**src/hw/rtl/lir_pkg.sv**
```systemverilog
// Shared types and constants for the linear interpolation resampler.
package lir_pkg;

  localparam int SAMPLE_BITS = 16;
  localparam int COUNT_BITS  = 32;
  localparam int RATE_W      = 18;
  localparam int OFFSET_W    = 20;
  localparam int MAX_RESULTS = 50;
  localparam int RES_CNT_W   = $clog2(MAX_RESULTS + 1);

  // 2*(count+1) operand of the tail test, split in two halves for the multiplier
  localparam int WIDE_A_W  = COUNT_BITS + 2;
  localparam int HALF_W    = (WIDE_A_W + 1) / 2;
  localparam int MUL_A_W   = (HALF_W > SAMPLE_BITS) ? HALF_W : SAMPLE_BITS;
  localparam int MUL_P_W   = MUL_A_W + RATE_W;
  localparam int WIDE_W    = WIDE_A_W + RATE_W;

  // divider: numerator 2*mag*rem + dst, divisor 2*dst
  localparam int NUM_W     = MUL_P_W + 1;
  localparam int DIV_W     = RATE_W + 1;
  localparam int DCNT_W    = $clog2(SAMPLE_BITS + 1);

  localparam int CFG_IDX_W = 1;
  localparam logic [RATE_W-1:0] SRC_RATE_RST = RATE_W'(48000);
  localparam logic [RATE_W-1:0] DST_RATE_RST = RATE_W'(16000);

  typedef enum logic [CFG_IDX_W-1:0] {
    REG_SOURCE_RATE,
    REG_TARGET_RATE
  } lir_reg_e;

  typedef struct packed {
    logic signed [SAMPLE_BITS-1:0] sample_in;
    logic                          end_of_stream;
  } lir_in_t;

  typedef struct packed {
    logic signed [SAMPLE_BITS-1:0] sample_out;
    logic                          final_out;
  } lir_res_t;

  typedef struct packed {
    logic                   push;
    logic                   flush;
    logic                   last;
    logic [SAMPLE_BITS-1:0] data;
  } lir_out_cmd_t;

endpackage

```
**src/hw/rtl/lir_div.sv**
```systemverilog
// Serial restoring divider, one quotient bit per cycle.
module lir_div import lir_pkg::*; (
  input  logic                   clk_i,
  input  logic                   rst_ni,
  input  logic                   start_i,
  input  logic [NUM_W-1:0]       num_i,
  input  logic [DIV_W-1:0]       den_i,
  output logic                   busy_o,
  output logic [SAMPLE_BITS-1:0] quo_o
);

  logic [DCNT_W-1:0]      cnt_q;
  logic [DIV_W-1:0]       r_q;
  logic [DIV_W-1:0]       den_q;
  logic [SAMPLE_BITS-1:0] sh_q;
  logic [DIV_W:0]         r2;
  logic [DIV_W:0]         diff;
  logic                   ge;
  logic [DIV_W-1:0]       r_d;

  assign r2   = {r_q, sh_q[SAMPLE_BITS-1]};
  assign diff = r2 - {1'b0, den_q};
  assign ge   = r2 >= {1'b0, den_q};
  assign r_d  = ge ? diff[DIV_W-1:0] : r2[DIV_W-1:0];

  assign busy_o = cnt_q != '0;
  assign quo_o  = sh_q;

  always_ff @(posedge clk_i or negedge rst_ni) begin
    if (!rst_ni) begin
      cnt_q <= '0;
    end else if (start_i) begin
      cnt_q <= DCNT_W'(SAMPLE_BITS);
    end else if (busy_o) begin
      cnt_q <= cnt_q - DCNT_W'(1);
    end
  end

  always_ff @(posedge clk_i) begin
    if (start_i) begin
      r_q   <= DIV_W'(num_i[NUM_W-1:SAMPLE_BITS]);
      sh_q  <= num_i[SAMPLE_BITS-1:0];
      den_q <= den_i;
    end else if (busy_o) begin
      r_q  <= r_d;
      sh_q <= {sh_q[SAMPLE_BITS-2:0], ge};
    end
  end

endmodule

```
**src/hw/rtl/lir_out.sv**
```systemverilog
// One-word hold stage and output register; the held word learns its final mark late.
module lir_out import lir_pkg::*; (
  input  logic         clk_i,
  input  logic         rst_ni,
  input  lir_out_cmd_t cmd_i,
  output logic         ok_o,
  output logic         out_valid_o,
  input  logic         out_ready_i,
  output lir_res_t     out_data_o
);

  logic                   hold_valid_q;
  logic [SAMPLE_BITS-1:0] hold_q;
  logic                   out_valid_q;
  lir_res_t               out_q;
  logic                   load_hold;
  logic                   load_out;

  assign ok_o      = !hold_valid_q || !out_valid_q || out_ready_i;
  assign load_hold = cmd_i.push && ok_o;
  assign load_out  = hold_valid_q && ok_o && (cmd_i.push || cmd_i.flush);

  assign out_valid_o = out_valid_q;
  assign out_data_o  = out_q;

  always_ff @(posedge clk_i or negedge rst_ni) begin
    if (!rst_ni) begin
      hold_valid_q <= 1'b0;
      out_valid_q  <= 1'b0;
    end else begin
      if (load_hold) begin
        hold_valid_q <= 1'b1;
      end else if (load_out) begin
        hold_valid_q <= 1'b0;
      end
      if (load_out) begin
        out_valid_q <= 1'b1;
      end else if (out_ready_i) begin
        out_valid_q <= 1'b0;
      end
    end
  end

  always_ff @(posedge clk_i) begin
    if (load_hold) begin
      hold_q <= cmd_i.data;
    end
    if (load_out) begin
      out_q.sample_out <= hold_q;
      out_q.final_out  <= cmd_i.flush && !cmd_i.push && cmd_i.last;
    end
  end

endmodule

```
**src/hw/rtl/linear_interpolation_resampler.sv**
```systemverilog
// Streaming linear interpolation sample-rate converter, top level.
// The block takes one word at a time and is not ready until it is done with it. Each
// interpolated output is computed by the 16-step serial divider; outputs past the limit are
// dropped and stepped over. On the last word the tail sets up the tail test and emits tail
// outputs, with a closing test, all through one shared 17x18 multiplier. Equal or zero rates
// pass a word straight through. At most 50 outputs leave per input word; a stalled output side
// keeps the block busy until it takes the word.
module linear_interpolation_resampler import lir_pkg::*; (
  input  logic                 clk_i,
  input  logic                 rst_ni,
  input  logic                 cfg_we_i,
  input  logic [CFG_IDX_W-1:0] cfg_idx_i,
  input  logic [RATE_W-1:0]    cfg_data_i,
  input  logic                 in_valid_i,
  output logic                 in_ready_o,
  input  lir_in_t              in_data_i,
  output logic                 out_valid_o,
  input  logic                 out_ready_i,
  output lir_res_t             out_data_o
);

  typedef enum logic [3:0] {
    S_IDLE, S_LOOP, S_MUL, S_DIVGO, S_DIV, S_EMIT, S_UPD,
    S_RHS_LO, S_RHS_HI, S_TCHK, S_LHS_LO, S_LHS_HI, S_TCMP, S_FLUSH
  } state_e;

  state_e                 state_q;
  logic [RATE_W-1:0]      src_q;
  logic [RATE_W-1:0]      dst_q;
  logic [SAMPLE_BITS-1:0] s_q;
  logic                   eos_q;
  logic                   tail_q;
  logic [SAMPLE_BITS-1:0] prev_q;
  logic                   have_q;
  logic [OFFSET_W-1:0]    noff_q;
  logic [OFFSET_W-1:0]    o_q;
  logic [COUNT_BITS-1:0]  in_cnt_q;
  logic [COUNT_BITS-1:0]  out_cnt_q;
  logic [RES_CNT_W-1:0]   n_q;
  logic [MUL_P_W-1:0]     prod_q;
  logic [WIDE_W-1:0]      lhs_q;
  logic [WIDE_W-1:0]      rhs_q;

  logic                   accept;
  logic                   bypass;
  logic [OFFSET_W-1:0]    src_w;
  logic [OFFSET_W-1:0]    dst_w;
  logic [SAMPLE_BITS:0]   diff;
  logic                   neg;
  logic [SAMPLE_BITS:0]   mag_w;
  logic [SAMPLE_BITS:0]   interp_w;
  logic [SAMPLE_BITS-1:0] emit_val;
  logic [WIDE_A_W-1:0]    two_n;
  logic [COUNT_BITS:0]    i1;
  logic [WIDE_A_W-1:0]    two_i1;
  logic [MUL_A_W-1:0]     mul_a;
  logic [RATE_W-1:0]      mul_b;
  logic [MUL_P_W-1:0]     mul_p;
  logic                   div_start;
  logic                   div_busy;
  logic [NUM_W-1:0]       div_num;
  logic [SAMPLE_BITS-1:0] quo;
  logic                   out_ok;
  lir_out_cmd_t           out_cmd;

  assign in_ready_o = state_q == S_IDLE;
  assign accept     = in_valid_i && in_ready_o;
  assign bypass     = (src_q == dst_q) || (src_q == '0) || (dst_q == '0);
  assign src_w      = OFFSET_W'(src_q);
  assign dst_w      = OFFSET_W'(dst_q);

  // interpolation: prev + sign(d) * round(|d| * rem / dst)
  assign diff     = {s_q[SAMPLE_BITS-1], s_q} - {prev_q[SAMPLE_BITS-1], prev_q};
  assign neg      = diff[SAMPLE_BITS];
  assign mag_w    = neg ? (~diff + (SAMPLE_BITS+1)'(1)) : diff;
  assign interp_w = neg ? ({prev_q[SAMPLE_BITS-1], prev_q} - {1'b0, quo})
                        : ({prev_q[SAMPLE_BITS-1], prev_q} + {1'b0, quo});
  assign emit_val = tail_q ? s_q : interp_w[SAMPLE_BITS-1:0];

  // tail test operands: 2*N and 2*(i+1)
  assign two_n  = {1'b0, in_cnt_q, 1'b0};
  assign i1     = {1'b0, out_cnt_q} + (COUNT_BITS+1)'(1);
  assign two_i1 = {i1, 1'b0};

  always_comb begin
    mul_a = '0;
    mul_b = '0;
    unique case (state_q)
      S_MUL: begin
        mul_a = MUL_A_W'(mag_w[SAMPLE_BITS-1:0]);
        mul_b = o_q[RATE_W-1:0];
      end
      S_RHS_LO: begin
        mul_a = MUL_A_W'(two_n[HALF_W-1:0]);
        mul_b = dst_q;
      end
      S_RHS_HI: begin
        mul_a = MUL_A_W'(two_n[WIDE_A_W-1:HALF_W]);
        mul_b = dst_q;
      end
      S_LHS_LO: begin
        mul_a = MUL_A_W'(two_i1[HALF_W-1:0]);
        mul_b = src_q;
      end
      S_LHS_HI: begin
        mul_a = MUL_A_W'(two_i1[WIDE_A_W-1:HALF_W]);
        mul_b = src_q;
      end
      default: begin
        mul_a = '0;
        mul_b = '0;
      end
    endcase
  end

  assign mul_p = MUL_P_W'(mul_a) * MUL_P_W'(mul_b);

  assign div_start = state_q == S_DIVGO;
  assign div_num   = {prod_q, 1'b0} + NUM_W'(dst_q);

  lir_div u_div (
    .clk_i   (clk_i),
    .rst_ni  (rst_ni),
    .start_i (div_start),
    .num_i   (div_num),
    .den_i   ({dst_q, 1'b0}),
    .busy_o  (div_busy),
    .quo_o   (quo)
  );

  always_comb begin
    out_cmd.push  = (accept && bypass) || (state_q == S_EMIT);
    out_cmd.flush = state_q == S_FLUSH;
    out_cmd.last  = eos_q;
    out_cmd.data  = (state_q == S_IDLE) ? in_data_i.sample_in : emit_val;
  end

  lir_out u_out (
    .clk_i       (clk_i),
    .rst_ni      (rst_ni),
    .cmd_i       (out_cmd),
    .ok_o        (out_ok),
    .out_valid_o (out_valid_o),
    .out_ready_i (out_ready_i),
    .out_data_o  (out_data_o)
  );

  always_ff @(posedge clk_i or negedge rst_ni) begin
    if (!rst_ni) begin
      state_q   <= S_IDLE;
      src_q     <= SRC_RATE_RST;
      dst_q     <= DST_RATE_RST;
      s_q       <= '0;
      eos_q     <= 1'b0;
      tail_q    <= 1'b0;
      prev_q    <= '0;
      have_q    <= 1'b0;
      noff_q    <= '0;
      o_q       <= '0;
      in_cnt_q  <= '0;
      out_cnt_q <= '0;
      n_q       <= '0;
      prod_q    <= '0;
      lhs_q     <= '0;
      rhs_q     <= '0;
    end else begin
      if (cfg_we_i) begin
        unique case (lir_reg_e'(cfg_idx_i))
          REG_SOURCE_RATE: src_q <= cfg_data_i;
          REG_TARGET_RATE: dst_q <= cfg_data_i;
        endcase
      end

      unique case (state_q)
        S_IDLE: begin
          if (accept) begin
            s_q    <= in_data_i.sample_in;
            eos_q  <= in_data_i.end_of_stream;
            tail_q <= 1'b0;
            n_q    <= '0;
            o_q    <= noff_q;
            priority if (bypass) begin
              state_q <= S_FLUSH;
            end else if (have_q) begin
              state_q <= S_LOOP;
            end else begin
              state_q <= S_UPD;
            end
          end
        end
        S_LOOP: begin
          if (o_q < dst_w) begin
            if (n_q < RES_CNT_W'(MAX_RESULTS)) begin
              state_q <= S_MUL;
            end else begin
              // result budget spent: step past the dropped outputs
              o_q       <= o_q + src_w;
              out_cnt_q <= out_cnt_q + COUNT_BITS'(1);
            end
          end else begin
            noff_q  <= o_q - dst_w;
            state_q <= S_UPD;
          end
        end
        S_MUL: begin
          prod_q  <= mul_p;
          state_q <= S_DIVGO;
        end
        S_DIVGO: begin
          state_q <= S_DIV;
        end
        S_DIV: begin
          if (!div_busy) begin
            state_q <= S_EMIT;
          end
        end
        S_EMIT: begin
          if (out_ok) begin
            n_q       <= n_q + RES_CNT_W'(1);
            out_cnt_q <= out_cnt_q + COUNT_BITS'(1);
            if (tail_q) begin
              state_q <= S_TCHK;
            end else begin
              o_q     <= o_q + src_w;
              state_q <= S_LOOP;
            end
          end
        end
        S_UPD: begin
          prev_q   <= s_q;
          have_q   <= 1'b1;
          in_cnt_q <= in_cnt_q + COUNT_BITS'(1);
          if (eos_q) begin
            tail_q  <= 1'b1;
            state_q <= S_RHS_LO;
          end else begin
            state_q <= S_FLUSH;
          end
        end
        S_RHS_LO: begin
          rhs_q   <= WIDE_W'(mul_p) + WIDE_W'(src_q);
          state_q <= S_RHS_HI;
        end
        S_RHS_HI: begin
          rhs_q   <= rhs_q + (WIDE_W'(mul_p) << HALF_W);
          state_q <= S_TCHK;
        end
        S_TCHK: begin
          priority if (n_q >= RES_CNT_W'(MAX_RESULTS)) begin
            state_q <= S_FLUSH;
          end else if (out_cnt_q == '0) begin
            state_q <= S_EMIT;
          end else begin
            state_q <= S_LHS_LO;
          end
        end
        S_LHS_LO: begin
          lhs_q   <= WIDE_W'(mul_p);
          state_q <= S_LHS_HI;
        end
        S_LHS_HI: begin
          lhs_q   <= lhs_q + (WIDE_W'(mul_p) << HALF_W);
          state_q <= S_TCMP;
        end
        S_TCMP: begin
          state_q <= (lhs_q <= rhs_q) ? S_EMIT : S_FLUSH;
        end
        S_FLUSH: begin
          if (out_ok) begin
            if (eos_q) begin
              prev_q    <= '0;
              have_q    <= 1'b0;
              noff_q    <= '0;
              in_cnt_q  <= '0;
              out_cnt_q <= '0;
            end
            state_q <= S_IDLE;
          end
        end
        default: begin
          state_q <= S_IDLE;
        end
      endcase
    end
  end

endmodule
```
**config.mk**
```make
export PLATFORM = sky130hd
export DESIGN_NAME = linear_interpolation_resampler
export DESIGN_NICKNAME = d
export VERILOG_FILES = /design/src/hw/rtl/lir_pkg.sv /design/src/hw/rtl/lir_div.sv /design/src/hw/rtl/lir_out.sv /design/src/hw/rtl/linear_interpolation_resampler.sv
export SDC_FILE = /design/constraint.sdc
export NUM_CORES = 2
export LEC_CHECK = 0
export ABC_AREA = 1
export BUFFER_PORTS_ARGS = -buffer_cell sky130_fd_sc_hd__clkbuf_2
export CAP_MARGIN = 20
export CORE_UTILIZATION = 55
export CTS_BUF_LIST = sky130_fd_sc_hd__clkbuf_8
export CTS_CLUSTER_DIAMETER = 120
export CTS_CLUSTER_SIZE = 8
export DETAILED_ROUTE_END_ITERATION = 6
export HOLD_SLACK_MARGIN = 0.06
export PLACE_DENSITY = 0.71
export REMOVE_ABC_BUFFERS = 1
export SYNTH_ARGS = -nofsm -noshare
export SYNTH_HDL_FRONTEND = slang
export SYNTH_SLANG_ARGS = --single-unit
```
**constraint.sdc**
```tcl
create_clock -name clk_i -period 14.7 [get_ports clk_i]
set_clock_uncertainty 0.2 [all_clocks]
set_input_delay 0.735 -clock clk_i [delete_from_list [all_inputs] [get_ports clk_i]]
set_output_delay 0.735 -clock clk_i [all_outputs]
set_load 0.005 [all_outputs]
```
==> results.json <==
{
  "clkTransAtPathRegs_ps": 70,
  "placed_cell_area_um2": 44000,
  "grt_max_degree": 96,
  "cpMaxStageDelayCell": "a21oi_1",
  "wl_met3_um": 11700,
  "syn-instance-count": 5854,
  "fmax_ghz": 0.0884,
  "clkPwrFrac_pct": 9.9,
  "pwr-share-comb_pct": 65.3,
  "dp_hpwl_um": 114000,
  "row_count": 101,
  "p_switching_w": 0.00479,
  "drv_slew": 0,
  "cts_made_buffers": 58,
  "synth_edf_count": 86,
  "netSwitchingFraction_pct": 54.9,
  "core_um2": 76300,
  "finalHoldViolations": 0,
  "ios": 60,
  "dieWidth_um": 280,
  "setup_viol": 0,
  "synth_area_per_cell_um2": 7.29,
  "slowest_delay_ps": 860,
  "post-route-period-util_pct": 77.0,
  "synth_flop_cell": "dfrtp_1",
  "nNetsFinal": 6558,
  "crit_end": "rhs_q[50]",
  "p_int_w": 0.00393,
  "highest_layer": "met5",
  "yosysTopAreaCellShare_pct": 18.6,
  "outcome": "finished, final reports clean",
  "crit_start": "state_q[0]",
  "synth_area_leaders": "dfrtp_1 (19%), nand2_1 (13%), fa_1 (12%)",
  "async_flop_share_pct": 79.3,
  "cts_resized": 0,
  "design_area_um2": 45200,
  "crit-reg2reg-launch": "state_q[0]",
  "power_frac_seq_pct": 24.8,
  "netlist-cell-type-count": 75,
  "io_buffers": 59,
  "ys_ff_latch": 416,
  "clock-sinks": 416,
  "grt_pass1_vias": 38600,
  "total_power_w": 0.00872,
  "grt_pass1_wl_um": 222000,
  "dp.cells": 6855,
  "ys_top_cells_by_count": "nand2_1 (1453), inv_1 (1016), nor2_1 (426)",
  "slew_headroom_pct": 22.5,
  "min_path_type": "input pin to register",
  "tritoncts": "built",
  "rsz0062_at_grt": "no",
  "dr.first_iter.drc_count": 3758,
  "stdcell_count": 6972,
  "worstMarginPinSlew_ps": 1160,
  "globalRouteOverflowTotal": 0,
  "wl_per_cell_um": 20.8,
  "end_kind": "register",
  "ir_worst_vdd_uv": 142,
  "arrival_ps": 11690,
  "clk_path_buf_depth": 3,
  "dr.pass1.iters": 6,
  "grt_usage_pct": 36.9,
  "fin_crit_ps": 11310,
  "drc": 0,
  "vias_per_cell": 5.79,
  "n_fill_cell": 7364,
  "leakagePower_nw": 23.0,
  "initial_utilization_pct": 55.9,
  "ys_seq_area_share_pct": 25.5,
  "via_count": 40400,
  "rr_endpoint": "rhs_q[50]",
  "antenna_found_initial": 3,
  "rr_worst_depth": 37,
  "crit_fanout": 29,
  "clock_latency_ps": 730,
  "crit_type": "register to register",
  "critical_path_required_ps": 15080,
  "drive_gt1_share_pct": 4.76,
  "ant_nets": 0,
  "maxCapViolations": 0,
  "cts_root_buf": "clkbuf_8",
  "die_h_um": 280,
  "synth_area_um2": 42700,
  "wl_met2_um": 65500,
  "wirelength_um": 145000,
  "wl_met1_um": 60800,
  "p_per_area_nw_per_um2": 193,
  "die-area_um2": 78700,
  "r2r_setup_slack_ps": 3390,
  "n_antenna_cell": 0,
  "gp_congestion": 1.03,
  "fin_tns_setup_ps": 0,
  "synth_warnings": 0,
  "cts-htree-levels": 2,
  "synth_most_common_cell": "nand2_1",
  "synth_area_leader_cell": "dfrtp_1",
  "areaGrowthSynthToFinish_pct": 6.03,
  "cp-start-kind": "register"
}
==> final cells by class <==
cell class	instances	area (µm²)	area share (%)
multi-input cells	4270	27300	60.4
inverters	1038	3900	8.62
clock inverters	33	146	0.324
flip-flops and latches	416	10900	24.0
well taps	1030	1290	2.85
repair buffers	125	896	1.98
clock buffers	60	826	1.83
==> how the worst min path moves through the flow <==
| stage | startpoint | to | slack (ps) | cells past startpoint |
|---|---|---|---|---|
| after floorplan | u_out.hold_q[9] | u_out.out_data_o[10] | 200 | 0 |
| after global placement | u_out.hold_q[13] | u_out.out_data_o[14] | 200 | 0 |
| after detailed placement | u_out.hold_q[13] | u_out.out_data_o[14] | 210 | 0 |
| after CTS | in_data_i[12] | s_q[11] | 70 | 3 |
| after global routing | in_data_i[14] | s_q[13] | 100 | 3 |
| final | in_data_i[12] | s_q[11] | 100 | 3 |
==> state kept, by name, summed over array words and instances (netlist names), 6 cells and up <==
register          count
o_q                  20
lhs_q                52
prod_q               34
rhs_q                52
src_q                18
dst_q                18
prev_q               16
u_div.quo_o          16
u_div.r_q            19
s_q                  16
in_cnt_q             32
u_out.out_data_o     17
u_div.den_q          18
noff_q               20
n_q                   6
u_out.hold_q         16
out_cnt_q            32
==> critical path, delay by kind of cell (launching register included) <==
kind / cells / cell delay (ps)
XOR/XNOR: 1 / 740
flip-flops: 1 / 530
buffers and inverters: 9 / 1850
adder cells (fa/ha/maj): 8 / 3500
AO/OA/AOI/OAI: 5 / 1230
AND/OR/NAND/NOR: 14 / 3040
==> metrics by stage <==
| stage | hold WS [ps] | setup WS, ps | util, % |
|---|---|---|---|
| global route | 98.6 | 2550 | 59.3 |
| floorplan | 200 | 4090 | - |
| CTS | 66.6 | 3520 | 59.2 |
| finish | 95.0 | 3390 | 59.3 |
| detailed placement | 206 | 3540 | 57.6 |
| global placement | 200 | 3420 | 57.6 |
==> kinds of logic (layout without fill, tap and decap cells) <==
logic type               after synthesis  after routing  share of synthesized area [%]
flip-flops                           416            416                           25.5
adder cells (fa/ha/maj)              608            608                           22.2
multiplexers                           2              2                         0.0469
XOR/XNOR                             173            173                           3.57
AO/OA/AOI/OAI                       1141           1141                           15.1
AND/OR/NAND/NOR                     2346           2346                           23.0
buffers and inverters               1168           1256                           10.6
==> power by group through the flow <==
| stage | logic (W) | clock network [W] | registers (W) |
|---|---|---|---|
| after floorplan | 0.00395 | 0 | 0.00196 |
| after global placement | 0.00551 | 0 | 0.00216 |
| after detailed placement | 0.00557 | 0 | 0.00216 |
| after CTS | 0.00560 | 0.000874 | 0.00214 |
| after global routing | 0.00632 | 0.000914 | 0.00220 |
| final | 0.00570 | 0.000859 | 0.00216 |
==> timing repair <==
action / in CTS / in global routing
endpoints found under the hold margin: 120 / 0
hold buffers: 22 / 0
buffers inserted: 0 / 0
==> cell usage in the layout, fill, tap and decap left out, types with 61 or more instances in the layout <==
cell,count
nor2_1,422
nor3_1,61
ha_1,360
nand4_1,66
o21ai_0,402
inv_1,1046
dfrtp_1,317
nand3_1,206
xor2_1,121
nand2_1,1453
a21oi_1,404
edfxtp_1,86
o22ai_1,101
fa_1,248
==> layer usage <==
metal / vias up / GRT usage, %
met4: 4 / 16.3
met3: 368 / 5.98
met1: 19300 / 49.3
met2: 1683 / 59.0
li1: 19100 / -
met5: - / 0
No activity file was read; power rests on OpenSTA's default activity.
